--- config.mk ---
export PLATFORM = sky130hd
export DESIGN_NAME = tlg_cell
export DESIGN_NICKNAME = d
export VERILOG_FILES = /design/src/tlg_pkg.sv /design/src/tlg_cell.sv
export SDC_FILE = /design/constraint.sdc
export NUM_CORES = 1
export LEC_CHECK = 0
export ABC_AREA = 1
export BUFFER_PORTS_ARGS = -buffer_cell sky130_fd_sc_hd__buf_2
export CORE_ASPECT_RATIO = 1.2
export CORE_MARGIN = 1.5
export CORE_UTILIZATION = 40
export DETAILED_ROUTE_END_ITERATION = 7
export PLACE_DENSITY = 0.66
export SYNTH_ARGS = -nofsm -noshare
export SYNTH_HDL_FRONTEND = slang
export SYNTH_SLANG_ARGS = --single-unit
--- constraint.sdc ---
create_clock -name vclk -period 5.4
set_input_delay 0.27 -clock vclk [all_inputs]
set_output_delay 0.27 -clock vclk [all_outputs]
set_load 0.01 [all_outputs]
--- src/tlg_pkg.sv ---
// Shared types and constants for the toroidal life generation engine.
// Used by the config, cell and core modules and by the checker; no dependencies.
package tlg_pkg;

	localparam int CFG_ADDR_W = 4;
	localparam int CFG_DATA_W = 32;
	localparam int MASK_W     = 9;
	localparam int SIDE_W     = 7;
	localparam int SIDE_EFF_W = 9;
	localparam int GEN_W      = 32;
	localparam int POP_W      = 13;
	localparam int COORD_W    = 6;
	localparam int STEP_W     = 3;
	localparam int DIV_W      = 15;

	localparam logic [MASK_W-1:0] BIRTH_RST   = 9'd8;
	localparam logic [MASK_W-1:0] SURVIVE_RST = 9'd12;
	localparam logic [SIDE_W-1:0] SIDE_RST    = 7'd64;
	localparam logic [GEN_W-1:0]  START_RST   = 32'd0;

	localparam logic [STEP_W-1:0] MOD_FIRST_STEP = 3'(COORD_W - 1);

	typedef enum logic [1:0] {
		FUNC_CLEAR   = 2'd0,
		FUNC_SET     = 2'd1,
		FUNC_ADVANCE = 2'd2,
		FUNC_READ    = 2'd3
	} tlg_func_t;

	typedef enum logic [1:0] {
		REG_BIRTH   = 2'd0,
		REG_SURVIVE = 2'd1,
		REG_SIDE    = 2'd2,
		REG_START   = 2'd3
	} tlg_reg_t;

	typedef enum logic [3:0] {
		ST_INIT,
		ST_IDLE,
		ST_MOD,
		ST_DISP,
		ST_CLR,
		ST_RD,
		ST_RMW,
		ST_A_UP,
		ST_A_CUR,
		ST_A_FIRST,
		ST_A_DN,
		ST_A_LOAD,
		ST_A_COL,
		ST_A_WR,
		ST_DONE
	} tlg_state_t;

	typedef struct packed {
		tlg_func_t          func;
		logic [COORD_W-1:0] row;
		logic [COORD_W-1:0] col;
	} tlg_cmd_t;

	typedef struct packed {
		logic             cell_alive;
		logic [GEN_W-1:0] generation;
		logic [POP_W-1:0] population;
	} tlg_rsp_t;

	typedef struct packed {
		logic [MASK_W-1:0]     birth;
		logic [MASK_W-1:0]     survive;
		logic [SIDE_EFF_W-1:0] side;
		logic [GEN_W-1:0]      start_gen;
	} tlg_cfg_t;

endpackage

--- src/tlg_cell.sv ---
// Next-state logic for one cell: wrapped neighbour count over three buffered
// rows and the birth/survive rule lookup. Depends on tlg_pkg.
module tlg_cell
	import tlg_pkg::*;
#(
	parameter int GRID_SIZE = 64
) (
	input  logic [GRID_SIZE-1:0]         up,
	input  logic [GRID_SIZE-1:0]         cur,
	input  logic [GRID_SIZE-1:0]         dn,
	input  logic [$clog2(GRID_SIZE)-1:0] col,
	input  logic [$clog2(GRID_SIZE)-1:0] last,
	input  logic [MASK_W-1:0]            birth,
	input  logic [MASK_W-1:0]            survive,
	output logic                         nxt
);

	localparam int IDXW = $clog2(GRID_SIZE);

	logic [IDXW-1:0] cl;
	logic [IDXW-1:0] cr;
	logic [3:0]      n;

	assign cl = (col == '0) ? last : IDXW'(col - 1'b1);
	assign cr = (col == last) ? '0 : IDXW'(col + 1'b1);

	assign n = 4'(up[cl]) + 4'(up[col]) + 4'(up[cr])
	         + 4'(cur[cl]) + 4'(cur[cr])
	         + 4'(dn[cl]) + 4'(dn[col]) + 4'(dn[cr]);

	assign nxt = cur[col] ? survive[n] : birth[n];

endmodule

Yosys cells after proc, flatten, opt, wreduce, memory -nomap -nowiden
Cells that the tools add are included.
W data, S select, Z words.

word-level totals
  input port bits = 222
  output and inout port bits = 1
  flip-flop bits (word level) = 0
  logic and storage cells = 40

cells by class
  magnitude comparators = 4
  equality and inequality tests = 1
  $add $sub $neg = 9
  reduce and logical (&&, ||, !) cells = 1
  mux-type cells = 25

operators with widths
  cell                   number
  $bmux W1 S6            9
  $lt A6 B7 Y1 const B   3
  $add A4 B1 Y4          4
  $mux W1                12
  $mux W6                2
  $bmux W1 S4            2
  $add A6 B1 Y6 const B  1
  $eq A6 B6 Y1           1
  $logic_not A6 Y1       1
  $sub A6 B1 Y6 const B  1
  $lt A4 B5 Y1 const B   1
  $add A3 B1 Y4          1
  $add A2 B1 Y3          1
  $add A1 B1 Y2          1

Longest topological paths before layout
  depth after elaboration = 14
  gate-level depth with buffers = 33
  gate-level depth less buffers = 28

Least setup slack after synthesis
OpenSTA, ideal clock, no wires.

  path type = input port to output port
  start = input col[1]
  end = output nxt
  buffers on the path = 5
  cell stages on the path = 31
  data arrival time = 5560 ps
  path slack = -430 ps
  required time = 5130 ps
  cells stage by stage = inv_2 -> clkbuf_1 -> clkbuf_1 -> ha_1 -> nand3_4 -> inv_2 -> nand2_2 -> nand2_1 -> o21ai_2 -> inv_2 -> buf_2 -> buf_4 -> nand3_1 -> nand3_1 -> nand3_1 -> nand3_1 -> nand3_1 -> nand2_1 -> inv_1 -> fa_1 -> inv_1 -> fa_1 -> inv_1 -> fa_1 -> ha_1 -> fa_1 -> clkbuf_1 -> o21ai_0 -> o221ai_1 -> a31oi_1 -> o21ai_0

on the way
  longest elaborated chain between the ends = 14
  elaborated cells on any way between the ends = 36
  classes of those cells = add/sub: 9; eq/ne: 1; mux: 25; reduce/logical: 1

ends and longest elaborated chain
  element                                                   RTL line        source
  from (decl)                                               tlg_cell.sv:11  input logic [$clog2(GRID_SIZE)-1:0] col,
  $sub A6 B1 Y6 / $logic_not A6 Y1 (equally long branches)  tlg_cell.sv:24  assign cl = (col == '0) ? last : IDXW'(col - 1'b1);
  $mux W6                                                   tlg_cell.sv:24
  $bmux W1 S6                                               tlg_cell.sv:27  assign n = 4'(up[cl]) + 4'(up[col]) + 4'(up[cr])
  $mux W1 (not written as such)                             tlg_cell.sv:27
  $add A1 B1 Y2                                             tlg_cell.sv:27
  $add A2 B1 Y3                                             tlg_cell.sv:27
  $add A3 B1 Y4                                             tlg_cell.sv:28  + 4'(cur[cl]) + 4'(cur[cr])
  $add A4 B1 Y4                                             tlg_cell.sv:28
  $add A4 B1 Y4 (3 in series)                               tlg_cell.sv:29  + 4'(dn[cl]) + 4'(dn[col]) + 4'(dn[cr]);
  $bmux W1 S4                                               tlg_cell.sv:31  assign nxt = cur[col] ? survive[n] : birth[n];
  $mux W1 (not written as such)                             tlg_cell.sv:31
  $mux W1 *                                                 tlg_cell.sv:31
  to (decl)                                                 tlg_cell.sv:15  output logic nxt

Every way passes the cells marked *; elsewhere a longest branch is shown, timed or not. The select of a mux whose other input is x is not followed.

Final worst setup path
  start = input col[0]
  end = output nxt

Same word-level chain as after synthesis.

==> results.cfg <==
[logic_synthesis]
avgSynthCellArea_um2 = 4.76
synthAdderAreaFrac_pct = 2.22
yosys.area.top_type = nand3_1
synth_compound_area_share_pct = 18.2
synth_top_family_by_area = simple AND/OR/NAND/NOR gates
synthesis.instances = 1349
syn_area_mm2 = 0.00643
synthTopCellsByCount = nand2_1 (487), nand3_1 (431), a21oi_1 (68)
ys_seq_area_share_pct = 0
ys_top_cells_by_area = nand3_1 (34%), nand2_1 (28%), a21oi_1 (5.3%)
synth_fp_nets = 1580
synth_mux_area_share_pct = 0.311
synth.distinct_cells = 44
yosys_warnings = 0
synth_top_area_share_pct = 33.6
synthSimpleGateAreaFrac_pct = 65.4
yosysMostFrequentCell = nand2_1
yosys.area_share.xor_xnor_pct = 0.545

[layout]
design_area_mm2 = 0.00820
final_cells = 1756
finalNetCount = 1781
seq_cell_count = 0
multiInputGateArea_mm2 = 0.00563
regArea_um2 = 0
num_antenna_cells = 0
synthToLayoutAreaGrowth_pct = 27.5
drive_above_1_share_pct = 22.4
clkbuf_count = 0
nFillCells = 1785

[floorplanning]
die-area_mm2 = 0.0168
ioPinCount = 223
rows = 50
initial_core_util_pct = 41.1
placeableCoreArea_mm2 = 0.0156
die_w_um = 119
chipHeight_um = 142

[timing]
setup_tns_ns = -0.0353
maxSlewHeadroom_pct = 53.3
fmax_ghz = 0.184
min_period_ns = 5.44
setup_viol = 1
final_max_slew_viol_count = 0
finalHoldViolCount = 0
fin_crit_sh_pct = 101
worst_pin_slew_ns = 0.700
worst_slack_ns = -0.0353
rsz0062_at_grt = yes

[drt]
drc_errors = 0
ant_nets = 0
drt_first_iter_violations = 1520
wl_mm = 32.6
viasPerCell = 6.26
vias = 11000
detailedRoute.firstPassIterationCount = 7
routedWlPerCell_um = 18.6

[place]
routabilityCongestion = 0.999
dp_hpwl_mm = 24.1
dp_cells = 1751
place_area_mm2 = 0.00809
io_buffers = 223

[global_route]
grt-ovfl-total = 0
antenna_found_initial = 0
grt_max_degree = 49
grt_usage_pct = 37.2
first_global_vias = 10100
grt_pass1_wl_mm = 51.3

[worst_setup_path]
cpPeakStageDelay_ns = 0.50
crit_buf_inv = 9
endpoint_kind = primary output
worstSetupPathType = primary input to primary output
cp.required_ns = 5.13
crit_family = adder cells
cp_common_cell = nand3_1
cp_slowest_cell = fa_1
critPathMaxFanout = 10
start_kind = primary input
cp-startpoint = col[0]
cp.arrival_ns = 5.17

[worst_hold_path]
whs_endpoint = nxt
hold_start = birth[8]
hold_path_class = primary input to primary output
hold_path_depth = 6

[power_and_ir_drop]
p_total_mw = 1.51
p_per_area_mw_per_mm2 = 184
p_leak_nw = 4.21
vdd_ir_drop_max_mv = 0.151

[cts]
postCtsHoldBufs = 0

[job]
maxCapViolations = 0

[outcome]
violations = negative setup slack
status = complete, but fails checks
cell families (layout without fill, tap and decap cells):
logic type                 Yosys count  in the layout
xor gates and xnor gates             4              4
and+or+nand+nor                    960            960
adders and majority gates            9              9
buffers and inverters              185            384
AOI/OAI and AO/OA                  189            189
muxes                                2              2
final cells by class:
type / count / share of cell area, %
inverter: 64 / 3.02
timing repair buffer: 320 / 25.1
tap: 208 / 3.17
multi-input combinational: 1164 / 68.7
cells in the final DEF (no fill, tap or decap), drive strengths merged, types with 4 or more instances in the layout:
| cell | instances |
|---|---|
| nand2 | 491 |
| nand3 | 432 |
| buf | 320 |
| a21oi | 68 |
| inv | 63 |
| o21ai | 45 |
| o211ai | 32 |
| nor2 | 28 |
| a221oi | 7 |
| o2111ai | 6 |
| a31oi | 6 |
| nand4 | 5 |
| a22oi | 5 |
| ha | 5 |
| fa | 4 |
what timing repair did:
action / CTS / global route
gates cloned: 1 / 0
endpoints found under the setup margin: 1 / 1
pin swaps: 3 / 1
gates resized for setup: 11 / 2
buffers inserted: 4 / 0
report_power, final:
group          switching (mW)  total, mW  internal [mW]
Combinational           0.856       1.51          0.656
Clock                       0          0              0
Sequential                  0          0              0
Total                   0.856       1.51          0.656
metal layers:
metal | global-route usage, % | share of wire [%] | vias up
li1 | - | - | 5020
met1 | 45.0 | 36 | 4810
met2 | 61.0 | 44 | 937
met3 | 6.71 | 13 | 227
met4 | 23.2 | 7.1 | 0
met5 | 0 | 0 | -
per-stage QoR:
step	utilization [%]	hold WS, ns	worst slack, ns
2_1_floorplan	-	0.806	0.000170
3_3_place_gp	51.7	1.03	-0.0663
3_5_place_dp	51.7	1.02	-0.147
4_1_cts	52.4	1.02	0.00357
5_1_grt	52.4	1.10	-0.388
6_report	52.4	1.03	-0.0353
how the worst max path moves through the flow:
stage	to	slack (ns)	cells after the start
2_1_floorplan	nxt	0.0002	33
3_3_place_gp	nxt	-0.07	31
3_5_place_dp	nxt	-0.15	28
4_1_cts	nxt	0.004	30
5_1_grt	nxt	-0.39	30
6_report	nxt	-0.04	29
(Power assumes the default switching activity.)
