`config.mk`:
```
export PLATFORM = sky130hd
export DESIGN_NAME = tlg_cfg
export DESIGN_NICKNAME = d
export VERILOG_FILES = /design/src/tlg_pkg.sv /design/src/tlg_cfg.sv
export SDC_FILE = /design/constraint.sdc
export NUM_CORES = 1
export LEC_CHECK = 0
export ABC_AREA = 1
export BUFFER_PORTS_ARGS = -buffer_cell sky130_fd_sc_hd__buf_2
export CORE_ASPECT_RATIO = 0.5
export CORE_MARGIN = 3
export CORE_UTILIZATION = 29
export CTS_CLUSTER_DIAMETER = 60
export DETAILED_ROUTE_END_ITERATION = 7
export HOLD_SLACK_MARGIN = 0.06
export SKIP_CTS_REPAIR_TIMING = 1
export SLEW_MARGIN = 20
export SYNTH_ARGS = -nofsm -noshare
export SYNTH_HDL_FRONTEND = slang
export SYNTH_SLANG_ARGS = --single-unit
```
`constraint.sdc`:
```
create_clock -name clk -period 3.7 [get_ports clk]
set_clock_uncertainty 0.15 [all_clocks]
set_input_delay 1.11 -clock clk [delete_from_list [all_inputs] [get_ports clk]]
set_output_delay 1.11 -clock clk [all_outputs]
set_load 0.005 [all_outputs]
```
`src/tlg_pkg.sv`:
```
// Shared types and constants for the toroidal life generation engine.
// Used by the config, cell and core modules and by the checker; no dependencies.
package tlg_pkg;

	localparam int CFG_ADDR_W = 4;
	localparam int CFG_DATA_W = 32;
	localparam int MASK_W     = 9;
	localparam int SIDE_W     = 7;
	localparam int SIDE_EFF_W = 9;
	localparam int GEN_W      = 32;
	localparam int POP_W      = 13;
	localparam int COORD_W    = 6;
	localparam int STEP_W     = 3;
	localparam int DIV_W      = 15;

	localparam logic [MASK_W-1:0] BIRTH_RST   = 9'd8;
	localparam logic [MASK_W-1:0] SURVIVE_RST = 9'd12;
	localparam logic [SIDE_W-1:0] SIDE_RST    = 7'd64;
	localparam logic [GEN_W-1:0]  START_RST   = 32'd0;

	localparam logic [STEP_W-1:0] MOD_FIRST_STEP = 3'(COORD_W - 1);

	typedef enum logic [1:0] {
		FUNC_CLEAR   = 2'd0,
		FUNC_SET     = 2'd1,
		FUNC_ADVANCE = 2'd2,
		FUNC_READ    = 2'd3
	} tlg_func_t;

	typedef enum logic [1:0] {
		REG_BIRTH   = 2'd0,
		REG_SURVIVE = 2'd1,
		REG_SIDE    = 2'd2,
		REG_START   = 2'd3
	} tlg_reg_t;

	typedef enum logic [3:0] {
		ST_INIT,
		ST_IDLE,
		ST_MOD,
		ST_DISP,
		ST_CLR,
		ST_RD,
		ST_RMW,
		ST_A_UP,
		ST_A_CUR,
		ST_A_FIRST,
		ST_A_DN,
		ST_A_LOAD,
		ST_A_COL,
		ST_A_WR,
		ST_DONE
	} tlg_state_t;

	typedef struct packed {
		tlg_func_t          func;
		logic [COORD_W-1:0] row;
		logic [COORD_W-1:0] col;
	} tlg_cmd_t;

	typedef struct packed {
		logic             cell_alive;
		logic [GEN_W-1:0] generation;
		logic [POP_W-1:0] population;
	} tlg_rsp_t;

	typedef struct packed {
		logic [MASK_W-1:0]     birth;
		logic [MASK_W-1:0]     survive;
		logic [SIDE_EFF_W-1:0] side;
		logic [GEN_W-1:0]      start_gen;
	} tlg_cfg_t;

endpackage

```
`src/tlg_cfg.sv`:
```
// APB register file: birth and survive masks, grid side, start generation.
// Depends on tlg_pkg; also derives the clamped grid side.
module tlg_cfg
	import tlg_pkg::*;
#(
	parameter int GRID_SIZE = 64
) (
	input  logic                  clk,
	input  logic                  arst_n,
	input  logic                  psel,
	input  logic                  penable,
	input  logic                  pwrite,
	input  logic [CFG_ADDR_W-1:0] paddr,
	input  logic [CFG_DATA_W-1:0] pwdata,
	output logic [CFG_DATA_W-1:0] prdata,
	output logic                  pready,
	output tlg_cfg_t              cfg
);

	logic [MASK_W-1:0]     birth_q;
	logic [MASK_W-1:0]     survive_q;
	logic [SIDE_W-1:0]     side_q;
	logic [GEN_W-1:0]      start_q;
	logic [SIDE_EFF_W-1:0] side_ext;
	logic [SIDE_EFF_W-1:0] side_lim;
	tlg_reg_t              reg_sel;
	logic                  wr_en;

	assign pready   = 1'b1;
	assign reg_sel  = tlg_reg_t'(paddr[3:2]);
	assign wr_en    = psel && penable && pwrite;
	assign side_ext = SIDE_EFF_W'(side_q);
	assign side_lim = SIDE_EFF_W'(GRID_SIZE);

	always_ff @(posedge clk or negedge arst_n) begin
		if (!arst_n) begin
			birth_q   <= BIRTH_RST;
			survive_q <= SURVIVE_RST;
			side_q    <= SIDE_RST;
			start_q   <= START_RST;
		end else if (wr_en) begin
			unique case (reg_sel)
				REG_BIRTH:   birth_q   <= pwdata[MASK_W-1:0];
				REG_SURVIVE: survive_q <= pwdata[MASK_W-1:0];
				REG_SIDE:    side_q    <= pwdata[SIDE_W-1:0];
				REG_START:   start_q   <= pwdata[GEN_W-1:0];
				default: begin
				end
			endcase
		end
	end

	always_comb begin
		prdata = '0;
		unique case (reg_sel)
			REG_BIRTH:   prdata = CFG_DATA_W'(birth_q);
			REG_SURVIVE: prdata = CFG_DATA_W'(survive_q);
			REG_SIDE:    prdata = CFG_DATA_W'(side_q);
			REG_START:   prdata = CFG_DATA_W'(start_q);
			default:     prdata = '0;
		endcase
	end

	always_comb begin
		cfg.birth     = birth_q;
		cfg.survive   = survive_q;
		cfg.start_gen = start_q;
		if (side_q == '0) begin
			cfg.side = SIDE_EFF_W'(1);
		end else if (side_ext > side_lim) begin
			cfg.side = side_lim;
		end else begin
			cfg.side = side_ext;
		end
	end

endmodule

```
**Word-level counts from Yosys, hierarchy flattened**

Index checks and enable logic that the tools add are counted.

- Multiplexer cells: 3
- Magnitude comparators: 1
- Reduce and logical (&&, ||, !) cells: 8
- Equal/unequal tests: 3

Operator list:

| cell | number |
|---|---|
| $pmux 32 s4 | 1 |
| $mux 7 | 2 |
| $reduce_and 2->1 | 4 |
| $gt 7x7->1 const B | 1 |
| $logic_not 7->1 | 1 |
| $eq 2x2->1 const B | 2 |
| $eq 2x1->1 const B | 1 |
| $logic_and 1x1->1 | 2 |
| $logic_not 2->1 | 1 |

- Output and inout bits: 92
- Bits in registers: 57
- Bits of input ports: 41

**Logic depth before layout (Yosys ltp)**

- Depth in word-level cells: 3
- Gate-level depth with buffers: 7
- Mapped depth without buffers: 5

**Worst setup path before layout**

Ideal clock, no wire load.

- Path kind: input-to-output
- Start point: input paddr[3]
- End point: output prdata[7]
- Arrival time: 1,783 ps
- Path buffers: 2
- Data required time: 2,440 ps
- Slack: 657 ps
- Stages: 7
- Cells stage by stage: buf_6 > inv_2 > nand2_1 > buf_4 > inv_1 > nand2_1 > o211ai_1

- Word-level cells in the longest chain between the ends: 2

Ends and longest elaborated chain:

| item | line | source |
|---|---|---|
| from (decl) | tlg_cfg.sv:13 | `input logic [CFG_ADDR_W-1:0] paddr,` |
| $eq 2x2->1 (tied with other cells) | tlg_cfg.sv:55 | `unique case (reg_sel)` |
| $pmux 32 s4 * | tlg_cfg.sv:55 |  |
| to (decl) | tlg_cfg.sv:15 | `output logic [CFG_DATA_W-1:0] prdata,` |

Every way passes the cells marked *; elsewhere a longest branch is shown, timed or not.

**Final worst setup path**

- Start point: input paddr[2]
- End point: output prdata[8]

Same word-level chain as after synthesis.

==> reports/qor.yml <==
outcome: "finished, final reports clean"
fin_crit_sh_pct: 90.6
cts.sinks: 57
grt_max_degree: 34
initial_core_util_pct: 31.0
cp_num_buf_inv: 3
synth_compound_area_share_pct: 12.7
cts_tree: "done"
syn_inst: 341
worst_slew_pin_slew_ns: 0.713
path_cells: "buf_2 -> nand2_8 -> buf_4 -> o211ai_1 -> buf_2"
postRouteAntennaNets: 0
cellPowerDensity_nw_per_um2: 577
avgSynthCellArea_um2: 8.24
path_class: "in -> out"
grt_pass1_vias: 2468
die_area_um2: 11000
clockRootBuffer: "clkbuf_16"
diodes: 0
power.total_mw: 2.19
required_ns: 2.44
p_leak_nw: 2.05
wl_um: 8140
fillers: 948
drc: 0
final_cells: 600
yosys.area_share.xor_xnor_pct: 0
syn_to_final_growth_pct: 35.4
io_pins: 133
worst_r2r_endpoint: "side_q[6]"
routed.top_layer: "met4"
place_inst: 584
die_w_um: 145
synth_area_um2: 2810
crit_start: "paddr[2]"
critPathCapture: "prdata[8]"
layout_setup_ws_ns: 0.349
core-area_um2: 9070
grt.total_usage_pct: 15.2
endpoint_kind: "output pin"
drt-initial-drc-count: 189
min_path_cells: 2
critical-path-top-delay-family: "buffers and inverters"
ctsLongestPathBuffers: 2
final-hold-violation-count: 0
dr.pass1.iters: 4
wl_met3_um: 431
drt-met1-wl_um: 3760
chipHeight_um: 75.6
synthDominantCellAreaShare_pct: 47.2
drt-wirelength-per-cell_um: 13.6
synth_mux_area_share_pct: 0
dp_hpwl_um: 5900
rsz0062_at_grt: "no"
synth-seq-cells: 57
cp_max_fo: 33
hold_class: "reg -> reg"
cpMostUsedCell: "buf_2"
grt_pass1_wl_um: 12800
rows: 24
final_cell_mix: "buf_2, nand2_1, dfrtp_1, o21ai_0, inv_1"
cap_violations: 0
irDropWorstVdd_mv: 0.219
route.met2.wl_um: 3790
via_per_inst: 4.34
cp-start-kind: "input port"
cp_data_arrival_time_ns: 2.09
yosys_warnings: 0
synth_area_leader_cell: "dfrtp_1"
synthTopCellsByArea: "dfrtp_1, nand2_1, o21ai_0"
place.gp.congestion: 0.788
layout_commonest_cell: "buf_2"
cp_num_cells: 5
cp_slowest_cell: "buf_2"
max_freq_mhz: 298
stdcell_area_um2: 3800
ys_seq_area_share_pct: 51.0
synth_cell_types: 26
reg2reg_from: "side_q[6]"
drive_gt1_share_pct: 37.0
reg2regPathDepth: 2
dp_worst_setup_slack_ns: 0.351
postPlaceCellArea_um2: 3490
path_clk_slew_ns: 0.05
synth_top_family_by_area: "simple AND/OR/NAND/NOR gates"
synth_fa_ha_area_share_pct: 0
finalNetCount: 506
slew_viol_final: 0
slowest_delay_ns: 0.30
portBuffers: 127
maxSlewHeadroom_pct: 52.5
antenna_found_initial: 0
overflow: 0
vias: 2605
synthSimpleGateAreaFrac_pct: 25.4
cts_max_level: 3
numCtsBuffers: 9
worst_skew_pair.late_latency_ns: 0.33
setup_violations: 0
tns_ns: 0
reg2reg_slack_ns: 2.65
post-route-min-period_ns: 3.35
## cells in the mapped netlist
master,number
clkbuf_2,1
nand2_8,1
nor2_2,2
a21oi_1,2
dfstp_2,4
nor2_4,1
nand4_1,7
nor2_8,2
nand3_4,1
o211ai_1,2
nand2_1,110
o21ai_1,3
nand3_1,8
conb_1,2
dfrtp_1,53
inv_1,34
o21ai_0,44
buf_2,2
o21ai_2,11
buf_8,2
clkbuf_1,6
buf_4,5
inv_2,3
nor2_1,29
buf_6,5
nand2_2,1
## logic make-up after synthesis
| logic type | Yosys count |
|---|---|
| other cells | 2 |
| flops | 57 |
| buf+inv | 58 |
| compound gates | 62 |
| simple gates | 162 |
## registers in the layout (all words and copies together) (netlist names)
register,cells
survive_q,9
start_q,32
birth_q,9
side_q,7
## report_power, final
part / switching [mW] / internal (mW)
Sequential: 0.0969 / 0.771
Clock: 0.283 / 0.557
Combinational: 0.261 / 0.223
Total: 0.641 / 1.55
## tightest hold or removal path, stage by stage, from the launching register on
cell and delay (ns):
dfstp_2 0.37, o21ai_0 0.06, nand2_1 0.05
## layout make-up
| type | count | area, µm² | share of cell area, % |
|---|---|---|---|
| flip-flops and latches | 57 | 1430 | 37.6 |
| repair buffers | 133 | 681 | 17.9 |
| clock buffers | 12 | 256 | 6.75 |
| inverters | 37 | 139 | 3.65 |
| clock inverters | 4 | 51.3 | 1.35 |
| well taps | 130 | 163 | 4.28 |
| multi-input cells | 227 | 1080 | 28.4 |
## layer usage
metal	up-vias	track usage (%)
li1	1315	-
met1	1195	19.1
met2	81	25.5
met3	14	4.04
met4	0	6.83
met5	-	0
## worst min path at each step
stage                           from         end  slack, ns
after floorplan           birth_q[3]  birth_q[3]       0.32
after global placement    birth_q[3]  birth_q[3]       0.32
after detailed placement  birth_q[3]  birth_q[3]       0.32
after CTS                 birth_q[3]  birth_q[3]       0.33
after global routing      birth_q[3]  birth_q[3]       0.34
final                     birth_q[3]  birth_q[3]       0.33
## through the flow
stage	utilization (%)	hold slack, ns
2_1_floorplan	-	0.319
3_3_place_gp	38.5	0.319
3_5_place_dp	38.5	0.320
4_1_cts	41.9	0.328
5_1_grt	41.9	0.341
6_report	41.9	0.326
Note: power is estimated with default switching activity, not from simulation.
